--- config.mk ---
export PLATFORM = sky130hd
export DESIGN_NAME = udp_datagram_receive_check_core
export DESIGN_NICKNAME = d
export VERILOG_FILES = /design/src/hdl/udc_pkg.sv /design/src/hdl/udc_fifo.sv /design/src/hdl/udc_front.sv /design/src/hdl/udc_back.sv /design/src/hdl/udp_datagram_receive_check_core.sv
export VERILOG_INCLUDE_DIRS = /design/src /design/src/hdl
export SDC_FILE = /design/constraint.sdc
export NUM_CORES = 2
export LEC_CHECK = 0
export ABC_AREA = 1
export BUFFER_PORTS_ARGS = -buffer_cell sky130_fd_sc_hd__buf_2
export CORE_UTILIZATION = 45
export CTS_CLUSTER_SIZE = 24
export DETAILED_ROUTE_END_ITERATION = 10
export PLACE_DENSITY = 0.68
export SYNTH_ARGS = -nofsm -noshare
export SYNTH_HDL_FRONTEND = slang
export SYNTH_SLANG_ARGS = --single-unit
--- constraint.sdc ---
create_clock -name clk -period 13.8 [get_ports clk]
set_input_delay 2.76 -clock clk [delete_from_list [all_inputs] [get_ports clk]]
set_output_delay 2.76 -clock clk [all_outputs]
set_load 0.02 [all_outputs]
--- src/hdl/udp_datagram_receive_check_core_defines.svh ---
// Assertion helpers shared by the datagram check RTL.
// Each macro expects clk and rst_n in scope.
`ifndef UDP_DATAGRAM_RECEIVE_CHECK_CORE_DEFINES_SVH
`define UDP_DATAGRAM_RECEIVE_CHECK_CORE_DEFINES_SVH

// Property that must hold at every edge outside reset
`define UDC_ASSERT(name, expr, msg) \
  name: assert property (@(posedge clk) disable iff (!rst_n) (expr)) else $error(msg);

// Same-cycle implication
`define UDC_ASSERT_IMP(name, ante, cons, msg) \
  name: assert property (@(posedge clk) disable iff (!rst_n) (ante) |-> (cons)) else $error(msg);

// Next-cycle implication
`define UDC_ASSERT_NXT(name, ante, cons, msg) \
  name: assert property (@(posedge clk) disable iff (!rst_n) (ante) |=> (cons)) else $error(msg);

`endif

--- src/hdl/udc_pkg.sv ---
`timescale 1ns / 1ps
package udc_pkg;

  // Header and protocol constants
  localparam logic [15:0] HDR_SIZE    = 16'd8;
  localparam logic [15:0] PROTO_UDP   = 16'd17;
  localparam logic [15:0] PAYLOAD_MAX = 16'd1472;

  // Byte position counter, saturating
  localparam int unsigned POS_W = 17;
  localparam logic [POS_W-1:0] POS_MAX = {POS_W{1'b1}};

  // Default queue depths
  localparam int unsigned MID_DEPTH_DEF = 2;
  localparam int unsigned OUT_DEPTH_DEF = 2;

  typedef enum logic [2:0] {
    VERDICT_ACCEPT       = 3'd0,
    VERDICT_TOO_SHORT    = 3'd1,
    VERDICT_BAD_LENGTH   = 3'd2,
    VERDICT_TOO_LARGE    = 3'd3,
    VERDICT_BAD_CHECKSUM = 3'd4
  } verdict_t;

  typedef struct packed {
    logic [7:0]  packet_byte;
    logic [31:0] src_ip;
    logic [31:0] dst_ip;
    logic        is_last;
  } in_item_t;

  typedef struct packed {
    logic [2:0]  verdict;
    logic [15:0] src_port;
    logic [15:0] dest_port;
    logic [15:0] payload_length;
    logic        checksum_present;
    logic [15:0] computed_checksum;
  } out_item_t;

  // One finished packet, classified, waiting for the checksum finish
  typedef struct packed {
    verdict_t    pre_verdict;
    logic        need_ck;
    logic [15:0] src_port;
    logic [15:0] dest_port;
    logic [15:0] payload_length;
    logic        checksum_present;
    logic [15:0] checksum_field;
    logic [15:0] length_field;
    logic [31:0] word_sum;
    logic [7:0]  high_byte;
    logic [31:0] src_ip;
    logic [31:0] dst_ip;
  } pkt_rec_t;

endpackage

--- src/hdl/udc_fifo.sv ---
`timescale 1ns / 1ps
module udc_fifo #(
  parameter int unsigned WIDTH = 8,
  parameter int unsigned DEPTH = 2
) (
  input  logic             clk,
  input  logic             rst_n,
  input  logic             push,
  input  logic [WIDTH-1:0] wr_data,
  output logic             full,
  input  logic             pop,
  output logic [WIDTH-1:0] rd_data,
  output logic             empty
);

  localparam int unsigned AW = (DEPTH > 1) ? $clog2(DEPTH) : 1;
  localparam int unsigned CW = $clog2(DEPTH + 1);

  logic [WIDTH-1:0] mem_r [DEPTH];
  logic [AW-1:0]    wptr_r, wptr_nxt;
  logic [AW-1:0]    rptr_r, rptr_nxt;
  logic [CW-1:0]    cnt_r, cnt_nxt;
  logic             do_push, do_pop;

  assign full    = (cnt_r == CW'(DEPTH));
  assign empty   = (cnt_r == '0);
  assign do_push = push && !full;
  assign do_pop  = pop && !empty;
  assign rd_data = mem_r[rptr_r];

  // pointer and count update
  always_comb begin
    wptr_nxt = wptr_r;
    rptr_nxt = rptr_r;
    cnt_nxt  = cnt_r;
    if (do_push) begin
      wptr_nxt = (wptr_r == AW'(DEPTH - 1)) ? '0 : wptr_r + 1'b1;
    end
    if (do_pop) begin
      rptr_nxt = (rptr_r == AW'(DEPTH - 1)) ? '0 : rptr_r + 1'b1;
    end
    if (do_push && !do_pop) begin
      cnt_nxt = cnt_r + 1'b1;
    end else if (do_pop && !do_push) begin
      cnt_nxt = cnt_r - 1'b1;
    end
  end

  always_ff @(posedge clk) begin
    if (!rst_n) begin
      wptr_r <= '0;
      rptr_r <= '0;
      cnt_r  <= '0;
    end else begin
      wptr_r <= wptr_nxt;
      rptr_r <= rptr_nxt;
      cnt_r  <= cnt_nxt;
    end
  end

  // storage, no reset
  always_ff @(posedge clk) begin
    if (do_push) begin
      mem_r[wptr_r] <= wr_data;
    end
  end

`include "udp_datagram_receive_check_core_defines.svh"

  `UDC_ASSERT(a_fifo_cnt_bound, cnt_r <= CW'(DEPTH), "fifo count above depth")
  `UDC_ASSERT_NXT(a_fifo_cnt_inc, do_push && !do_pop, cnt_r == $past(cnt_r) + 1'b1, "fifo count did not grow on push")

endmodule

--- src/hdl/udc_front.sv ---
`timescale 1ns / 1ps
module udc_front (
  input  logic               clk,
  input  logic               rst_n,
  input  logic               in_push,
  input  udc_pkg::in_item_t  in_item,
  output logic               in_full,
  input  logic               mid_full,
  output logic               mid_push,
  output udc_pkg::pkt_rec_t  mid_rec
);

  logic [udc_pkg::POS_W-1:0] pos_r, pos_nxt;
  logic [31:0] sum_r, sum_nxt;
  logic [7:0]  hold_r, hold_nxt;
  logic [15:0] sport_r, sport_nxt;
  logic [15:0] dport_r, dport_nxt;
  logic [15:0] len_r, len_nxt;
  logic [15:0] ck_r, ck_nxt;
  logic [31:0] sip_r, sip_nxt;
  logic [31:0] dip_r, dip_nxt;

  logic       take;
  logic [7:0] b;
  logic [7:0] sum_byte;
  logic       sum_en;

  // any byte may close a packet, so hold off while the queue is full
  assign in_full  = mid_full;
  assign take     = in_push && !in_full;
  assign mid_push = take && in_item.is_last;
  assign b        = in_item.packet_byte;

  // header parse and running word sum
  always_comb begin
    sport_nxt = sport_r;
    dport_nxt = dport_r;
    len_nxt   = len_r;
    ck_nxt    = ck_r;
    sum_nxt   = sum_r;
    hold_nxt  = hold_r;
    sip_nxt   = (pos_r == '0) ? in_item.src_ip : sip_r;
    dip_nxt   = (pos_r == '0) ? in_item.dst_ip : dip_r;

    unique case (pos_r)
      17'd0:   sport_nxt = {b, 8'h00};
      17'd1:   sport_nxt = {sport_r[15:8], b};
      17'd2:   dport_nxt = {b, 8'h00};
      17'd3:   dport_nxt = {dport_r[15:8], b};
      17'd4:   len_nxt   = {b, 8'h00};
      17'd5:   len_nxt   = {len_r[15:8], b};
      17'd6:   ck_nxt    = {b, 8'h00};
      17'd7:   ck_nxt    = {ck_r[15:8], b};
      default: ;
    endcase

    // checksum field bytes count as zero
    sum_byte = ((pos_r == 17'd6) || (pos_r == 17'd7)) ? 8'h00 : b;
    sum_en   = (pos_r < 17'd6) || (pos_r < {1'b0, len_r});
    if (sum_en) begin
      if (!pos_r[0]) begin
        hold_nxt = sum_byte;
      end else begin
        sum_nxt = sum_r + {16'h0000, hold_r, sum_byte};
      end
    end

    pos_nxt = (pos_r == udc_pkg::POS_MAX) ? pos_r : pos_r + 1'b1;
  end

  // classification of the closing byte
  logic [17:0] size_w;
  logic        too_short, bad_len, too_large;
  logic [15:0] plen;

  always_comb begin
    size_w    = {1'b0, pos_r} + 18'd1;
    too_short = (pos_r < 17'd7);
    bad_len   = (len_nxt < udc_pkg::HDR_SIZE) || ({2'b00, len_nxt} > size_w);
    plen      = len_nxt - udc_pkg::HDR_SIZE;
    too_large = (plen > udc_pkg::PAYLOAD_MAX);

    mid_rec                  = '0;
    mid_rec.checksum_field   = ck_nxt;
    mid_rec.length_field     = len_nxt;
    mid_rec.word_sum         = sum_nxt;
    mid_rec.high_byte        = hold_nxt;
    mid_rec.src_ip           = sip_nxt;
    mid_rec.dst_ip           = dip_nxt;
    if (too_short) begin
      mid_rec.pre_verdict = udc_pkg::VERDICT_TOO_SHORT;
    end else begin
      mid_rec.src_port         = sport_nxt;
      mid_rec.dest_port        = dport_nxt;
      mid_rec.checksum_present = (ck_nxt != 16'h0000);
      if (bad_len) begin
        mid_rec.pre_verdict = udc_pkg::VERDICT_BAD_LENGTH;
      end else begin
        mid_rec.payload_length = plen;
        if (too_large) begin
          mid_rec.pre_verdict = udc_pkg::VERDICT_TOO_LARGE;
        end else begin
          mid_rec.pre_verdict = udc_pkg::VERDICT_ACCEPT;
          mid_rec.need_ck     = 1'b1;
        end
      end
    end
  end

  // packet state: cleared after each closing byte
  always_ff @(posedge clk) begin
    if (!rst_n) begin
      pos_r   <= '0;
      sum_r   <= '0;
      hold_r  <= '0;
      sport_r <= '0;
      dport_r <= '0;
      len_r   <= '0;
      ck_r    <= '0;
      sip_r   <= '0;
      dip_r   <= '0;
    end else if (take) begin
      if (in_item.is_last) begin
        pos_r   <= '0;
        sum_r   <= '0;
        hold_r  <= '0;
        sport_r <= '0;
        dport_r <= '0;
        len_r   <= '0;
        ck_r    <= '0;
        sip_r   <= '0;
        dip_r   <= '0;
      end else begin
        pos_r   <= pos_nxt;
        sum_r   <= sum_nxt;
        hold_r  <= hold_nxt;
        sport_r <= sport_nxt;
        dport_r <= dport_nxt;
        len_r   <= len_nxt;
        ck_r    <= ck_nxt;
        sip_r   <= sip_nxt;
        dip_r   <= dip_nxt;
      end
    end
  end

`include "udp_datagram_receive_check_core_defines.svh"

  `UDC_ASSERT_NXT(a_front_restart, take && in_item.is_last, pos_r == '0, "position not cleared")

endmodule

--- src/hdl/udc_back.sv ---
`timescale 1ns / 1ps
module udc_back (
  input  logic               clk,
  input  logic               rst_n,
  input  logic               mid_empty,
  output logic               mid_pop,
  input  udc_pkg::pkt_rec_t  mid_rec,
  input  logic               out_full,
  output logic               out_push,
  output udc_pkg::out_item_t out_res
);

  // fields that ride along the finish pipeline
  typedef struct packed {
    udc_pkg::verdict_t pre_verdict;
    logic              need_ck;
    logic [15:0]       src_port;
    logic [15:0]       dest_port;
    logic [15:0]       payload_length;
    logic              checksum_present;
    logic [15:0]       checksum_field;
  } side_t;

  logic        en;
  side_t       side_in;
  logic [18:0] pseudo;

  logic        s1_v_r, s2_v_r, s3_v_r;
  side_t       s1_side_r, s2_side_r, s3_side_r;
  logic [31:0] s1_sum_r;
  logic [18:0] s1_pseudo_r;
  logic [31:0] s2_sum_r;
  logic [16:0] s3_fold_r;

  // whole pipe stalls only when its tail cannot leave
  assign en       = !(s3_v_r && out_full);
  assign mid_pop  = en && !mid_empty;
  assign out_push = s3_v_r && !out_full;

  // stage 1 input: pseudo header words and odd-length pad
  always_comb begin
    side_in.pre_verdict      = mid_rec.pre_verdict;
    side_in.need_ck          = mid_rec.need_ck;
    side_in.src_port         = mid_rec.src_port;
    side_in.dest_port        = mid_rec.dest_port;
    side_in.payload_length   = mid_rec.payload_length;
    side_in.checksum_present = mid_rec.checksum_present;
    side_in.checksum_field   = mid_rec.checksum_field;
    pseudo = {3'b000, mid_rec.src_ip[31:16]} + {3'b000, mid_rec.src_ip[15:0]}
           + {3'b000, mid_rec.dst_ip[31:16]} + {3'b000, mid_rec.dst_ip[15:0]}
           + {3'b000, udc_pkg::PROTO_UDP} + {3'b000, mid_rec.length_field}
           + (mid_rec.length_field[0] ? {3'b000, mid_rec.high_byte, 8'h00} : 19'd0);
  end

  // valid bits
  always_ff @(posedge clk) begin
    if (!rst_n) begin
      s1_v_r <= 1'b0;
      s2_v_r <= 1'b0;
      s3_v_r <= 1'b0;
    end else if (en) begin
      s1_v_r <= !mid_empty;
      s2_v_r <= s1_v_r;
      s3_v_r <= s2_v_r;
    end
  end

  // data path: add pseudo header, then first fold
  always_ff @(posedge clk) begin
    if (en) begin
      s1_side_r   <= side_in;
      s1_sum_r    <= mid_rec.word_sum;
      s1_pseudo_r <= pseudo;
      s2_side_r   <= s1_side_r;
      s2_sum_r    <= s1_sum_r + {13'd0, s1_pseudo_r};
      s3_side_r   <= s2_side_r;
      s3_fold_r   <= {1'b0, s2_sum_r[15:0]} + {1'b0, s2_sum_r[31:16]};
    end
  end

  // second fold, invert, verdict
  logic [15:0] fold2, inv, comp;
  logic        s3_reject;

  assign s3_reject = s3_v_r && !s3_side_r.need_ck;

  always_comb begin
    fold2 = s3_fold_r[15:0] + {15'h0000, s3_fold_r[16]};
    inv   = ~fold2;
    comp  = (inv == 16'h0000) ? 16'hffff : inv;

    out_res.src_port         = s3_side_r.src_port;
    out_res.dest_port        = s3_side_r.dest_port;
    out_res.payload_length   = s3_side_r.payload_length;
    out_res.checksum_present = s3_side_r.checksum_present;
    if (s3_side_r.need_ck) begin
      out_res.computed_checksum = comp;
      if (s3_side_r.checksum_present && (comp != s3_side_r.checksum_field)) begin
        out_res.verdict = udc_pkg::VERDICT_BAD_CHECKSUM;
      end else begin
        out_res.verdict = udc_pkg::VERDICT_ACCEPT;
      end
    end else begin
      out_res.computed_checksum = 16'h0000;
      out_res.verdict           = s3_side_r.pre_verdict;
    end
  end

`include "udp_datagram_receive_check_core_defines.svh"

  `UDC_ASSERT_NXT(a_back_hold, s3_v_r && out_full, s3_v_r, "stalled result dropped")
  `UDC_ASSERT_IMP(a_back_ckonly, s3_reject, out_res.computed_checksum == 16'h0000, "ck on reject")

endmodule

--- src/hdl/udp_datagram_receive_check_core.sv ---
`timescale 1ns / 1ps
// Throughput: one packet byte accepted per cycle while in_full is low; one result
// per cycle at most. A packet's result passes the mid queue, the finish stages
// (pseudo header add, 32-bit add, first fold) and the result queue to out_ ports.
// The byte loop is the front parser; the checksum finish is a 3-stage pipe.
// Reset (rst_n low, synchronous) clears packet state, pipe valids and both queues.
module udp_datagram_receive_check_core #(
  parameter int unsigned MID_DEPTH = udc_pkg::MID_DEPTH_DEF,
  parameter int unsigned OUT_DEPTH = udc_pkg::OUT_DEPTH_DEF
) (
  input  logic               clk,
  input  logic               rst_n,
  input  logic               in_push,
  input  udc_pkg::in_item_t  in_item,
  output logic               in_full,
  output logic               out_empty,
  input  logic               out_pop,
  output udc_pkg::out_item_t out_item
);

  logic              mid_push, mid_full, mid_pop, mid_empty;
  udc_pkg::pkt_rec_t mid_wr, mid_rd;
  logic              res_push, res_full;
  udc_pkg::out_item_t res_wr;

  udc_front u_front (
    .clk      (clk),
    .rst_n    (rst_n),
    .in_push  (in_push),
    .in_item  (in_item),
    .in_full  (in_full),
    .mid_full (mid_full),
    .mid_push (mid_push),
    .mid_rec  (mid_wr)
  );

  // packets between parser and checksum finish
  udc_fifo #(
    .WIDTH ($bits(udc_pkg::pkt_rec_t)),
    .DEPTH (MID_DEPTH)
  ) u_mid_q (
    .clk     (clk),
    .rst_n   (rst_n),
    .push    (mid_push),
    .wr_data (mid_wr),
    .full    (mid_full),
    .pop     (mid_pop),
    .rd_data (mid_rd),
    .empty   (mid_empty)
  );

  udc_back u_back (
    .clk       (clk),
    .rst_n     (rst_n),
    .mid_empty (mid_empty),
    .mid_pop   (mid_pop),
    .mid_rec   (mid_rd),
    .out_full  (res_full),
    .out_push  (res_push),
    .out_res   (res_wr)
  );

  // result queue toward the consumer
  udc_fifo #(
    .WIDTH ($bits(udc_pkg::out_item_t)),
    .DEPTH (OUT_DEPTH)
  ) u_out_q (
    .clk     (clk),
    .rst_n   (rst_n),
    .push    (res_push),
    .wr_data (res_wr),
    .full    (res_full),
    .pop     (out_pop),
    .rd_data (out_item),
    .empty   (out_empty)
  );

endmodule

==> results by group <==
Outcome
  • Outcome: finished, violations left
  • Failing checks: design-rule violations

Global route
  • Grt total ovfl: 0
  • First-pass GRT wire length: ~150000 microns
  • Initial antenna violation count: 1
  • Vias in the first global route: ~27000
  • Total Routing Usage GR: 17.9%
  • Largest net degree at the start of global routing: 172

Routing
  • Wire per inst: 17.0 microns
  • WL final: about 92000 microns
  • DRC Markers: 2
  • Vias per inst: ~5
  • Vias: between 20000 and 30000
  • Initial drt markers: ~1900
  • Final ANT Viol Nets: 0
  • Pre-antenna DRT Iters: 9

Die
  • IO Pins: 147
  • Die area: 102000 sq um
  • Row count: between 100 and 150
  • Die Ht: 320 microns
  • Die X: 320 microns
  • Core footprint: 100000 sq um
  • Starting Density: a little under half

Power and ir drop
  • Seq pwr share: 35.1%
  • Comb power frac: a little over two fifths
  • Pleak: 0.0194 uW
  • VDD IR max: around 0.00033 V
  • Clk pwr share: a little under a quarter
  • Sw Share: 36.8%
  • Cell Int Power: approximately 8000 uW
  • Total power: about 12000 uW
  • Sw Pwr: approximately 4600 uW
  • P per Cell Area: roughly 240 nW/um^2

Timing
  • F_max: roughly 0.16 GHz
  • Min Clock Period, post-route: ~6 ns
  • RSZ-0062 raised after global routing: false
  • Fin Hold WS: approximately 0.41 ns
  • Period utilization: around 45%
  • Max-slew violations: 0
  • Setup TNS Final: 0 ns
  • Setup violators final: 0
  • Hold Fails Final Rpt: 0
  • Max_slew headroom: a little over a fifth
  • Clock Skews: ~0.034 ns
  • Tightest Pin Transition: about 1.2 ns

Finish
  • Most common cell after layout, fill and taps aside: edfxtp_1
  • Layout Area Growth over Synthesis: 12.3%
  • Most frequent cells in the layout: edfxtp_1 (816), nand2_1 (765), inv_1 (361)
  • Fraction of layout cells with a size suffix above 1: roughly 16%
  • Sequential Area: 28500 sq um
  • Inserted Diodes: 0
  • Post-route design area: around 51000 sq um
  • Layout net count: 4272
  • Fin cells: approximately 5400
  • Fillers: about 8500
  • Area of the multi-input gates: between 15000 and 20000 sq um

Worst setup path
  • Reg2Reg Depth: 25
  • CP required: between 10 and 15 ns
  • Worst EP arrival: between 6 and 7 ns
  • Crit path kind: flop to flop
  • Worst R2R Setup Slack: between 7 and 8 ns
  • Reg2Reg Capture Point: u_back.s1_pseudo_r[13]$_DFFE_PN_
  • Max FO, Critical Path: 46
  • CP startpoint kind: flop
  • Most used cell, CP: nand2_1
  • CP Capture Type: flop
  • Max stage delay on crit path: between 0.7 and 0.8 ns
  • Slowest-stage cell, CP: dfxtp_4

Clock tree
  • TritonCTS Sinks: slightly above 1000
  • Hold_buf cts: 0
  • H-tree depth: 3
  • Bufs on Longest Clock Path: 3
  • Num CTS Buffers: roughly 100
  • Clk slew on worst S/H paths: ~0.060 ns
  • Worst-Skew Late Latency: around 0.69 ns
  • Root buffer cell: clkbuf_16
  • PostCTS Resize Cnt: 0
  • Post-CTS Setup Bufs: 0
  • CTS tree: yes

Min path
  • Worst Hold End: u_back.s2_side_r[18]$_DFFE_PN_
  • Hold Path Origin: u_back.s1_side_r[18]$_DFFE_PN_
  • Worst Hold Class: flop to flop
  • Hold depth: 0

Place
  • Port Buffer Count: 146
  • DPL Wire Length: 62500 microns
  • GP Congestion: approximately 0.9
  • Post-placement cell area: approximately 48000 sq um
  • Placed cells: 5207

Yosys
  • FF+latch count, synth: slightly above 1000
  • Syn avg cell area: around 12 sq um
  • Number of flops mapped to enable cells by yosys: 816
  • Mapped Cells: between 3000 and 4000
  • Synth warn: 0
  • Post-synth ARST share: 0%
  • Yosys cell types: 56
  • Most used DFF post-synth: edfxtp_1
  • Syn_nets: ~4100
  • Seq/Total Area, Yosys: between 60% and 70%
  • Cell Area, Synth: around 45000 sq um

Run
  • Maxcap violations: 0
==> power groups by stage <==
stage	Sequential (uW)	Combinational (uW)	Clock (uW)
global route	4420	5900	2990
global placement	4430	5210	0
CTS	4380	5300	2870
detailed placement	4450	5250	0
finish	4380	5260	2810
floorplan	4360	3980	0
==> layer usage <==
layer	vias up	track usage, %	part of all wire, %
li1	13669	-	-
met1	13279	24.8	46
met2	622	29.3	47
met3	154	2.16	4.2
met4	0	5.66	2.7
met5	-	0	0
==> cell usage after synthesis, types with 12 or more instances <==
cell type,count,share of area [%]
xor2_1,72,1.4
nor2_1,207,1.7
fa_1,44,1.9
buf_1,12,0.099
o21ai_0,118,1.3
buf_2,13,0.14
nand3_1,109,1.2
nor3_1,36,0.40
clkbuf_1,83,0.69
xnor2_1,38,0.73
edfxtp_1,816,54
dfxtp_1,198,8.7
nand3b_1,12,0.20
inv_1,363,3.0
a21boi_0,13,0.21
mux2_2,241,6.0
ha_1,137,3.8
nand2_1,765,6.3
nand2_2,15,0.21
nor4_1,12,0.17
nand4_1,27,0.37
mux2i_1,79,1.7
a21oi_1,317,3.5
==> stage by stage <==
stage                     util [%]  setup WS (ns)
after global placement        47.6           7.72
after CTS                     51.0           7.61
after global routing          51.0           7.27
after floorplan                  -           2.11
final                         51.0           7.63
after detailed placement      47.6           7.64
==> flip-flops by register name (all words and copies together) (netlist names), 2 cells and up, named ones only <==
signal and cells:
u_out_q.cnt_r 2, u_back.s1_pseudo_r 19, u_front.ck_r 16, u_back.s1_side_r 68, u_front.pos_r 17, u_front.sip_r 32
u_out_q.mem_r 136, u_front.dip_r 32, u_front.len_r 16, u_back.out_res 49, u_back.s3_side_r 19, u_front.sport_r 16
u_back.s2_sum_r 32, u_back.s1_sum_r 32, u_front.dport_r 16, u_front.sum_r 32, u_mid_q.mem_r 376, u_back.s3_fold_r 17
u_back.s2_side_r 68, u_mid_q.cnt_r 2, u_front.hold_r 8
==> logic make-up after synthesis <==
kind of cell | after synthesis | synth area share (%)
AO/OA/AOI/OAI | 502 | 5.90
XOR/XNOR | 111 | 2.16
adder cells (fa/ha/maj) | 181 | 5.71
buffers and inverters | 489 | 4.18
flip-flops | 1014 | 62.7
multiplexers | 320 | 7.72
AND/OR/NAND/NOR | 1236 | 11.6
==> worst max-delay path by stage <==
stage,from,endpoint,depth (start not counted)
CTS,flop,u_back.s1_pseudo_r[13]$_DFFE_PN_,25
finish,flop,u_back.s1_pseudo_r[13]$_DFFE_PN_,25
global placement,flop,u_back.s1_pseudo_r[13]$_DFFE_PN_,25
global route,flop,u_back.s1_pseudo_r[15]$_DFFE_PN_,22
detailed placement,flop,u_back.s1_pseudo_r[13]$_DFFE_PN_,25
floorplan,in_push,u_mid_q.mem_r[0][0]$_DFFE_PP_,4
==> worst max-delay path: cells and delay by family, from the launching register on <==
family,cells,cell delay (ns)
xor gates and xnor gates,2,0.34
AOI/OAI and AO/OA,7,1.07
adders and majority gates,6,2.60
buffers and inverters,3,0.14
muxes,1,0.41
and+or+nand+nor,6,0.54
DFF,1,0.77
==> cell type report <==
cell class	count	share of cell area (%)
Inverter	374	2.78
Tap cell	1298	3.19
Timing Repair Buffer	171	1.85
Clock buffer	128	5.26
Clock inverter	64	1.47
Sequential cell	1014	55.8
Multi-Input combinational cell	2350	29.6
Power figures use the tool's default switching activity.
